--- config.mk ---
export PLATFORM = sky130hd
export DESIGN_NAME = bmhq_ram
export DESIGN_NICKNAME = d
export VERILOG_FILES = /design/src/hw/rtl/bmhq_ram.sv
export SDC_FILE = /design/constraint.sdc
export NUM_CORES = 2
export LEC_CHECK = 0
export BUFFER_PORTS_ARGS = -buffer_cell sky130_fd_sc_hd__buf_2
export CAP_MARGIN = 20
export CELL_PAD_IN_SITES_DETAIL_PLACEMENT = 0
export CELL_PAD_IN_SITES_GLOBAL_PLACEMENT = 1
export CORE_MARGIN = 2
export CORE_UTILIZATION = 30
export CTS_BUF_LIST = sky130_fd_sc_hd__clkbuf_8
export DETAILED_ROUTE_END_ITERATION = 10
export GPL_TIMING_DRIVEN = 0
export PLACE_DENSITY = 0.57
export SLEW_MARGIN = 20
export SYNTH_ARGS = -nofsm -noshare
export SYNTH_HDL_FRONTEND = slang
export SYNTH_SLANG_ARGS = --single-unit
--- constraint.sdc ---
create_clock -name i_clk -period 11.7 [get_ports i_clk]
set_input_delay 3.51 -clock i_clk [delete_from_list [all_inputs] [get_ports i_clk]]
set_output_delay 3.51 -clock i_clk [all_outputs]
set_load 0.01 [all_outputs]
--- src/hw/rtl/bmhq_ram.sv ---
// Generic simple dual-port RAM: one write port, one read port, registered read.
// Depends on nothing.
module bmhq_ram #(
    parameter int WIDTH = 32,
    parameter int DEPTH = 128
) (
    input  logic                     i_clk,
    input  logic                     i_we,
    input  logic [$clog2(DEPTH)-1:0] i_waddr,
    input  logic [WIDTH-1:0]         i_wdata,
    input  logic [$clog2(DEPTH)-1:0] i_raddr,
    output logic [WIDTH-1:0]         o_rdata
);

    logic [WIDTH-1:0] r_mem [DEPTH];
    logic [WIDTH-1:0] r_rdata;

    always_ff @(posedge i_clk) begin
        if (i_we) begin
            r_mem[i_waddr] <= i_wdata;
        end
        r_rdata <= r_mem[i_raddr];
    end

    assign o_rdata = r_rdata;

endmodule

[After elaboration in Yosys (flattened, before gate mapping)]
Memories as Yosys holds them, arrays and structs flattened. A register that Yosys moved wholly into a read port is not among the register bits.
Index checks and enable logic that the tools add are counted.
Operators by class
  muxes and demuxes: 2
Operator list (number)
  two-way mux 1 bit: 2
Storage, ports and cells
  flip-flop bits (word level): 0
  RAM bits: 4096
  bits of input ports: 48
  output and inout bits: 32
  memories: 1
Memory list
  r_mem: words 128, width 32, read ports 1, clocked after Yosys merged registers in 1, write ports 1, line 15  | logic [WIDTH-1:0] r_mem [DEPTH];

[Longest topological paths before layout]
  depth in word-level cells: 2
  mapped depth: 8
  mapped depth without buffers: 4

[Least setup slack after synthesis]
Ideal clock, no wire load.
  path kind: input to register
  from: input port i_we
  to: memory r_mem[98][0], enable pin
  library setup time: 0.461 ns
  arrival time: 6.288 ns
  required time: 11.239 ns
  slack: 4.951 ns
  cell stages on the path: 3
  path buffers: 1
  cell sequence: clkbuf_1 nand4_1 nor3_1
On the way
  cells in the longest elaborated chain, start to end: 2
RTL lines
  start: declaration: line 8  | input logic i_we,
  two-way mux 1 bit: line 19  | if (i_we) begin
  two-way mux 1 bit (implied by the code): line 20  | r_mem[i_waddr] <= i_wdata;
  end: declaration: line 15
No other way between the ends.

==> results by group <==
Outcome
  • Status: completed

STA
  • Setup_tns: 0 ns
  • Worst Tran Pin Value: 1.175 ns
  • RSZ-0062 raised after global routing: no
  • Final Critical Period: 7.071 ns
  • Final Hold Vio Count: 0
  • Layout Skew: 0.06974 ns
  • Final setup viols: 0
  • Final Cycle Share: 60.44%
  • Max frequency: 141.4 MHz
  • Max Slew Vio Count: 0
  • Slew Limit Headroom: 21.65%

Floorplanning
  • Die H: 725.8 um
  • Die ar.: 526,700 sq um
  • Core Box Area: 519,900 sq um
  • Site Rows: 265
  • Chip Width: 725.8 um
  • Num ports: 80
  • Starting Density: 30.06%

Power
  • VDD IR max: 0.0001073 V
  • Pwr/cell area: 161.5 nW/um^2
  • Leak Pwr: 56.50 nW
  • Overall Power: 29.79 mW

Clocking
  • CTS tree: yes
  • Root buf cell: clkbuf_8
  • Hold-fix buffers, CTS: 0
  • # resized after CTS: 0
  • CTS HTree Levels: 6
  • Clock-pin slew on the worst setup and hold paths: 0.05 ns
  • Sink Count: 4,128
  • Clock Path Buffers: 4
  • Worst skew pair latency: 1.28 ns
  • CTS buffer count: 686
  • Post CTS Setup Buffer Count: 0

Synth
  • Ys Warns: 0
  • Cells after Synth: 5,990
  • Unique masters post-synth: 17
  • Syn Nets: 6,038
  • Synthesized area per cell: 26.09 sq um
  • FF+latch count, synth: 4,128
  • Post-synth top area cell: edfxtp_1
  • Post-synth top area share: 78.71%
  • Sequential-to-total area share from yosys stat: 79.12%
  • Synth top area cells: edfxtp_1, mux4_2, clkbuf_1
  • Synthesized area: 156,300 sq um

Min path
  • Min-Delay Startpoint: r_mem[30][20]
  • Worst hold path type: flip-flop to flip-flop

Global routing
  • Grt total ovfl: 0
  • Initial antenna violation count: 103
  • Vias in the first global route: 74.72k
  • First-pass GRT wire length: 607,000 um
  • Largest net degree at the start of global routing: 85
  • Total GRT Usage: 16.49%

Finish
  • Layout cells sized above 1: 37.11%
  • Synth-to-Final Area Change: 18.01%
  • Finished Layout Cells: 14.56k
  • Final #Nets: 7,048

Critical path
  • Critical path peak fanout: 12
  • CP Data Required Time: 12.81 ns
  • Crit path max-delay cell type: mux4_2
  • Top cell family by delay on the critical path: buffers and inverters
  • Origin of the critical flop-to-flop path: r_mem[114][17]
  • Worst path cell trace: clkbuf_1 -> buf_2 -> clkbuf_2 -> buf_16 -> clkbuf_1 -> mux4_2 -> mux4_2 -> mux4_2 -> mux2_2
  • Critical path startpoint: i_raddr[2]
  • Startpoint Class: primary input
  • Setup CP Type: primary input to flip-flop
  • Worst setup EP type: flip-flop
  • Crit path buffers/inverters: 5
  • CP Data Arrival Time: 8.18 ns
  • Most Frequent Cell on Critical Path: mux4_2
  • Slowest stage delay, CP: 0.72 ns

Routing
  • DR vias: 72.70k
  • Total routed wirelength: 444,900 um
  • Drt first pass iters: 5
  • Initial DRC count: 8,790
  • Drt drc: 0
  • Antenna viol nets, final: 0
  • Number of vias per cell: 4.993
  • Avg WL per Cell: 30.56 um

Place
  • Dpl cells: 13.25k
  • GPL Wtd Cong: 0.8390
  • I/O Buffers: 68
  • HPWL Detailed: 308,100 um

Run
  • Max Cap Viol: 0
routing by layer:
layer | wire, um | track usage (%) | up-vias
li1 | - | - | 28680
met1 | 178900 | 21.74 | 40230
met2 | 212600 | 26.38 | 3114
met3 | 40850 | 4.741 | 636
met4 | 12340 | 5.239 | 34
met5 | 187 | 0 | -
cell families after synthesis:
family / after synthesis / share of synthesized area [%]
buf+inv: 316 / 0.8391
flops: 4128 / 79.12
mux: 1376 / 19.60
simple gates: 170 / 0.4460
through the flow:
step	cell area [sq um]	util, %	setup WS (ns)	hold WS [ns]
finish	184400	35.47	4.629	1.258
global route	184400	35.46	4.630	1.294
CTS	184100	35.41	4.633	1.268
detailed placement	171800	33.05	3.225	1.272
global placement	165300	31.80	1.485	1.271
floorplan	156300	-	4.951	1.074
final cells by class:
cell class / count / area [sq um]
Sequential cell: 4128 / 123600
Clock buffer: 697 / 9593
Tap cell: 6942 / 8686
Clock inverter: 517 / 2669
Timing Repair Buffer: 322 / 5951
Buffer: 316 / 1389
Antenna cell: 90 / 225.2
Fill cell: 47590 / 335500
Multi-Input combinational cell: 1546 / 32260
sequential cells by signal, indices dropped and copies added (netlist names):
register and count:
o_rdata 32, r_mem 4096
Yosys cell counts, drive strengths merged:
cell type,count
edfxtp,4096
mux4,1344
clkbuf,182
buf,134
nor2,122
dfxtp,32
mux2,32
nand2,14
nand3,12
nor3,9
nor2b,7
nand4,3
nand2b,2
or3,1
power breakdown:
part / total [mW] / switching (mW) / internal (mW) / leakage (nW)
Clock: 11.6 / 5.84 / 5.80 / 7.07
Combinational: 1.79 / 1.15 / 0.642 / 12.3
Sequential: 16.4 / 0.0189 / 16.3 / 37.1
Total: 29.8 / 7.01 / 22.8 / 56.5
path summary, 6_finish.rpt:
kind	to	slack [ns]	depth (start not counted)
setup / recovery	o_rdata[16]	4.63	9
hold / removal	o_rdata[20]	1.26	4
setup reg to reg	o_rdata[17]	8.89	4
hold reg to reg	o_rdata[20]	1.26	4
worst min-delay path, stage by stage (launching register included):
cell and delay (ns):
edfxtp_1 0.31, mux4_2 0.22, mux4_2 0.25, mux4_2 0.23
mux2_2 0.21
cells in the final DEF (no fill, tap or decap):
cell type / count
buf_12: 91
nand4_1: 3
clkinv_1: 174
nor2_1: 3
mux4_2: 1344
buf_16: 117
or3_1: 1
clkbuf_2: 49
nand3_1: 12
inv_1: 217
buf_2: 125
diode_2: 90
nor3_2: 9
buf_1: 34
clkinv_4: 2
nor2b_1: 7
nor2_4: 119
clkinv_2: 62
dfxtp_1: 32
mux2_2: 32
bufinv_16: 11
nand2b_1: 2
buf_4: 45
clkbuf_1: 138
clkbuf_4: 1
buf_6: 36
clkinv_8: 7
inv_12: 4
inv_8: 12
inv_6: 15
clkinvlp_4: 13
buf_8: 2
nand2_1: 14
clkbuf_8: 697
edfxtp_1: 4096
(Power assumes the default switching activity.)
